<file path="src/hw/rtl/srcg_pkg.sv">
// srcg_pkg: types and constants shared by the split ring chain gather block
// no dependencies

package srcg_pkg;

   localparam int unsigned OpW = 3;

   typedef enum logic [2:0] {
      OP_WR_DESC  = 3'd0,
      OP_WR_AVAIL = 3'd1,
      OP_MARK_RDY = 3'd2,
      OP_SET_LIM  = 3'd3,
      OP_SCAN     = 3'd4
   } op_type;

   typedef enum logic [2:0] {
      KIND_REC     = 3'd0,
      KIND_SUMMARY = 3'd1,
      KIND_NONE    = 3'd2,
      KIND_INDIR   = 3'd3,
      KIND_LONG    = 3'd4
   } kind_type;

   typedef enum logic [2:0] {
      ST_IDLE,
      ST_CHECK,
      ST_HEAD,
      ST_FETCH,
      ST_DESC,
      ST_DONE
   } state_type;

   typedef struct packed {
      logic [2:0]  opcode;
      logic [7:0]  entry_index;
      logic [63:0] buffer_addr;
      logic [31:0] buffer_len;
      logic [2:0]  desc_flags;
      logic [7:0]  link_index;
      logic [15:0] limit_value;
   } req_type;

   typedef struct packed {
      logic [2:0]  kind;
      logic [7:0]  slot;
      logic [7:0]  head_index;
      logic        is_write;
      logic [3:0]  vector_pos;
      logic [63:0] rec_addr;
      logic [31:0] rec_len;
      logic [4:0]  desc_count;
      logic [4:0]  read_count;
      logic [15:0] read_bytes;
      logic [15:0] write_bytes;
      logic        last;
   } rsp_type;

endpackage

</file>
<file path="src/hw/rtl/srcg_front.sv">
// srcg_front: accepts requests with a known opcode and queues them for the back end
// depends on srcg_pkg

module srcg_front #(
   parameter int unsigned QDepth = 4
) (
   input  logic            clock,
   input  logic            reset,
   input  logic            req_start,
   input  srcg_pkg::req_type req_data,
   output logic            busy,
   input  logic            pop,
   output logic            q_valid,
   output srcg_pkg::req_type q_data
);
   import srcg_pkg::*;

   localparam int unsigned AW = $clog2(QDepth);

   req_type         q_ff [QDepth];
   logic [AW-1:0]   wp_ff, wp_in, rp_ff, rp_in;
   logic [AW:0]     cnt_ff, cnt_in;
   logic            push;

   assign busy    = (cnt_ff == (AW+1)'(QDepth));
   assign push    = req_start && !busy && (req_data.opcode <= OP_SCAN);
   assign q_valid = (cnt_ff != '0);
   assign q_data  = q_ff[rp_ff];

   always_comb begin
      wp_in  = push ? wp_ff + 1'b1 : wp_ff;
      rp_in  = (pop && q_valid) ? rp_ff + 1'b1 : rp_ff;
      cnt_in = cnt_ff + (AW+1)'(push) - (AW+1)'(pop && q_valid);
   end

   always_ff @(posedge clock) begin
      if (reset) begin
         wp_ff  <= '0;
         rp_ff  <= '0;
         cnt_ff <= '0;
      end else begin
         wp_ff  <= wp_in;
         rp_ff  <= rp_in;
         cnt_ff <= cnt_in;
      end
      if (push) begin
         q_ff[wp_ff] <= req_data;
      end
   end

endmodule

</file>
<file path="config.mk">
export PLATFORM = sky130hd
export DESIGN_NAME = srcg_front
export DESIGN_NICKNAME = d
export VERILOG_FILES = /design/src/hw/rtl/srcg_pkg.sv /design/src/hw/rtl/srcg_front.sv
export SDC_FILE = /design/constraint.sdc
export NUM_CORES = 1
export LEC_CHECK = 0
export BUFFER_PORTS_ARGS = -buffer_cell sky130_fd_sc_hd__buf_4
export CAP_MARGIN = 0
export CORE_ASPECT_RATIO = 0.9
export CORE_UTILIZATION = 35
export CTS_BUF_LIST = sky130_fd_sc_hd__clkbuf_4 sky130_fd_sc_hd__clkbuf_8 sky130_fd_sc_hd__clkbuf_16
export DETAILED_ROUTE_END_ITERATION = 7
export PLACE_DENSITY = 0.58
export SKIP_CTS_REPAIR_TIMING = 1
export SYNTH_ARGS = -nofsm -noshare
export SYNTH_HDL_FRONTEND = slang
export SYNTH_SLANG_ARGS = --single-unit
</file>
<file path="constraint.sdc">
create_clock -name clock -period 7.65 [get_ports clock]
set_input_delay 2.295 -clock clock [delete_from_list [all_inputs] [get_ports clock]]
set_output_delay 2.295 -clock clock [all_outputs]
set_load 0.1 [all_outputs]
</file>
# Yosys cells after proc, flatten, opt, wreduce, memory -nomap -nowiden
# Memory sizes are Yosys's and may differ from the RTL's. A register that Yosys moved wholly into a read port is not among the register bits.
# Cells that the tools add are included.
# totals
reg_bits	7
latchBits	0
mem_bits_rw	536
rom_bits	0
inputBits	138
output_inout_bits	136
elab_cells	19
memories	1
# mem_list
memory	depth	width	read_ports	rd_ports_with_merged_regs	write_ports	line	rtl
q_ff	4	134	1	1	1	srcg_front.sv:20	req_type q_ff [QDepth];
# op_classes
n_addsub	4
mul	0
div	0
n_lt_le_gt_ge	1
n_eq_ne	1
shifts	0
mux	4
bitwise	0
n_reduce_logical	5
# ops
op	n
$add 2x1->2 const B	2
$mux 2	2
$add 3x1->3	1
$eq 3x3->1 const B	1
$le 3x3->1 const B	1
$logic_and 1x1->1	3
$reduce_bool 3->1	1
$sub 3x1->3	1
$mux 1	2
$logic_not 1->1	1

# Depth between registers and ports, before layout
# depth
depth_word	6
depth_mapped	12

# Worst setup path before layout
# No wires, ideal clock.
# synth_timing
kind	input to register
from	input req_data[132] (netlist name)
to	memory q_ff[0][0] (netlist name), enable pin
setup_ns	0.509
arrival_ns	5.780
t_required_ns	7.141
path_slack_ns	1.361
path_stages	4
path_buffers	1
cell_sequence	o21ai_0 -> and3b_1 -> buf_6 -> and2_1
# synth_via
elab_chain_cells	4
# synth_lines
item	line	rtl
start, declared	srcg_front.sv:10	input srcg_pkg::req_type req_data,
$le 3x3->1	srcg_front.sv:26	assign push = req_start && !busy && (req_data.opcode <= OP_SCAN);
$logic_and 1x1->1	srcg_front.sv:26	
$mux 1	srcg_front.sv:46	if (push) begin
$mux 1 (not written as such)	srcg_front.sv:47	q_ff[wp_ff] <= req_data;
end, declared	srcg_front.sv:20	
# No other way between the ends.

==> results.ini <==
[run_status]
status=finished clean

[logic_synthesis]
synth-seq-cells=545
postSynthCellCount=750
syn_area_um2=19800
synth.distinct_cells=24
syn_avg_cell_area_um2=26.40
async_reset_ff_share_pct=0
yosysSeqAreaShare_pct=82.21
synth_fp_nets=895
synth_ff_type=edfxtp_1
ys_warn_count=0
synth_edf_count=536

[placed_design]
pre_cts_slack_ns=2.765
globalplace.congestion=0.7092
dpl.hpwl_um=22300
portBuffers=273

[timing]
max_freq_mhz=193.4
setup_viol=0
period_share_pct=67.60
max-slew-margin-rel_pct=33.19
rsz0062_at_grt=no
period_needed_ns=5.171
setup_slack_ns=2.479
skew_ns=0.01885
worst_pin_slew_ns=1.002
fin_tns_setup_ns=0
hold_viol_final=0
slew_viol_final=0

[critical_path]
cp.required_ns=5.36
crit_top_cell=buf_4
crit_path_start_kind=flip-flop
worst_setup_path_end_kind=primary output
crit_fanout=50
crit_type=flip-flop to primary output
arrival_ns=2.88
reg2reg_depth=4
slowest_delay_ns=0.77
slowest_stage=dfxtp_4
crit_chain=buf_4, mux4_2, buf_4

[detailed_routing]
drt_iter0_drc=566
drt.antenna.violating_nets=0
vias_per_cell=4.762
routed_wl_um=39990
dr.pass1.iters=4
num_vias=8853
wl_per_cell_um=21.51
post-route-drc-count=0

[layout]
drive_above_1_share_pct=46.60
antenna_cells=0
fill_cells=4843
multiInputGateArea_um2=3306
nets=1202
syn2layout_area_growth_pct=24.31
regArea_um2=16280

[power]
ir_worst_vdd_v=0.0002969
p_per_area_nw_per_um2=419.2
intPower_mw=6.126
power_frac_comb_pct=38.8
swShare_pct=40.62
power_frac_clock_pct=26.6
power.leakage_nw=8.108
seqPwrFrac_pct=34.6
power_switching_mw=4.190

[floorplan]
num_rows=82
initial_core_util_pct=35.47
core_area_um2=55810
die_area_um2=57520
die_h_um=227.6
ioPinCount=274
fp.dieW_um=252.7

[global_routing]
met1_usage_pct=18.89
use_met3_pct=4.100
antenna_found_initial=2
grt_first_pass_wirelength_um=58620
grt_max_degree=128
gr-usage-all-layers_pct=13.80
grt_pass1_vias=9462
grt_busiest_layer=met2
grt.overflow.total=0
met2_usage_pct=21.31

[hold_path]
hold-path-cell-count=2
hp-class=flip-flop to flip-flop

[clock_tree]
cts_buffer_depth=3
cts_tree=yes
cts_root_buf=clkbuf_16
clk_latency_ns=0.59
clk_pin_slew_ns=0.06
cts_buffers=55
htreeDepth=2
clock-sinks=545

[run]
cap_violations=0

## power groups by stage
stage                     Clock [mW]  Sequential, mW  Combinational [mW]
final                           2.75            3.57                4.00
after global routing            2.94            3.59                4.15
after detailed placement           0            3.64                4.05
after CTS                       2.83            3.58                4.06
after global placement             0            3.63                4.05
after floorplan                    0            3.61                3.28
## area by class of cell
class                      instances  area share [%]
clock buffer                      71           6.274
clock inverter                    32           1.347
inverter                           5         0.07627
tap                              756           3.844
multi-input combinational        168           13.43
timing repair buffer             282           8.857
sequential                       545           66.17
## synth_stat cells (2+ instances only)
cell      instances  area (µm²)
and2_1            5       31.28
buf_2            15       75.07
buf_6             9       101.4
clkbuf_1          8       30.03
dfxtp_1           9       180.2
edfxtp_1        536       16100
ha_1              6       75.07
inv_1             5       18.77
mux4_2          134        3018
nand2b_1          2       12.51
nor2_1            7       26.28
xor2_1            2       17.52
## worst paths after layout
kind / from / endpoint / slack (ns)
setup / recovery: flip-flop / q_data[51] / 2.48
hold / removal: rp_ff[0] / flip-flop / 0.52
setup reg to reg: cnt_ff[1] / q_ff[2][17] / 4.86
hold reg to reg: rp_ff[0] / flip-flop / 0.52
## worst max-delay path, delay by kind of cell (launching register included)
kind,cells,cell delay (ns)
buf+inv,2,1.01
mux,1,0.43
flops,1,0.77
## cells in the final DEF (no fill, tap or decap), types with 2 or more instances in the layout
master	count
nor2_1	7
dfxtp_1	7
buf_12	5
mux4_2	134
clkinv_2	8
xor2_1	2
edfxtp_1	536
clkbuf_8	2
and2_4	4
bufinv_16	7
clkinv_1	13
dfxtp_4	2
clkinvlp_4	2
ha_1	6
clkbuf_16	57
nand2b_1	2
clkbuf_4	12
inv_1	5
buf_4	277
## registers in the layout, indices dropped and copies added, names as in the netlist, named ones only
signal / flops
q_ff: 536
wp_ff: 2
rp_ff: 2
cnt_ff: 3
## cell families (layout without fill, tap and decap cells)
group | Yosys count | count (layout) | synth area share (%)
simple gates | 19 | 19 | 0.5499
compound gates | 3 | 3 | 0.1138
buf+inv | 37 | 390 | 1.138
mux | 136 | 136 | 15.37
flops | 545 | 545 | 82.21
xor+xnor | 3 | 3 | 0.1328
fa+ha+maj | 7 | 7 | 0.4803
## per-stage QoR
stage               area (µm²)  util (%)  hold WS (ns)  instances  power, mW
global placement         22730     40.73        0.5042       1756      7.677
finish                   24610     44.09        0.5239       1859      10.32
floorplan                19800         -        0.4820        750      6.889
CTS                      24610     44.09        0.5268       1859      10.46
detailed placement       22730     40.73        0.5218       1756      7.691
global route             24610     44.09        0.5531       1859      10.68
## per-layer routing
layer | share of wire, % | up-vias
met3 | 7.7 | 59
met5 | 0.033 | -
met4 | 1.9 | 2
li1 | - | 3856
met1 | 44 | 4687
met2 | 47 | 249
Note: power is estimated with default switching activity, not from simulation.
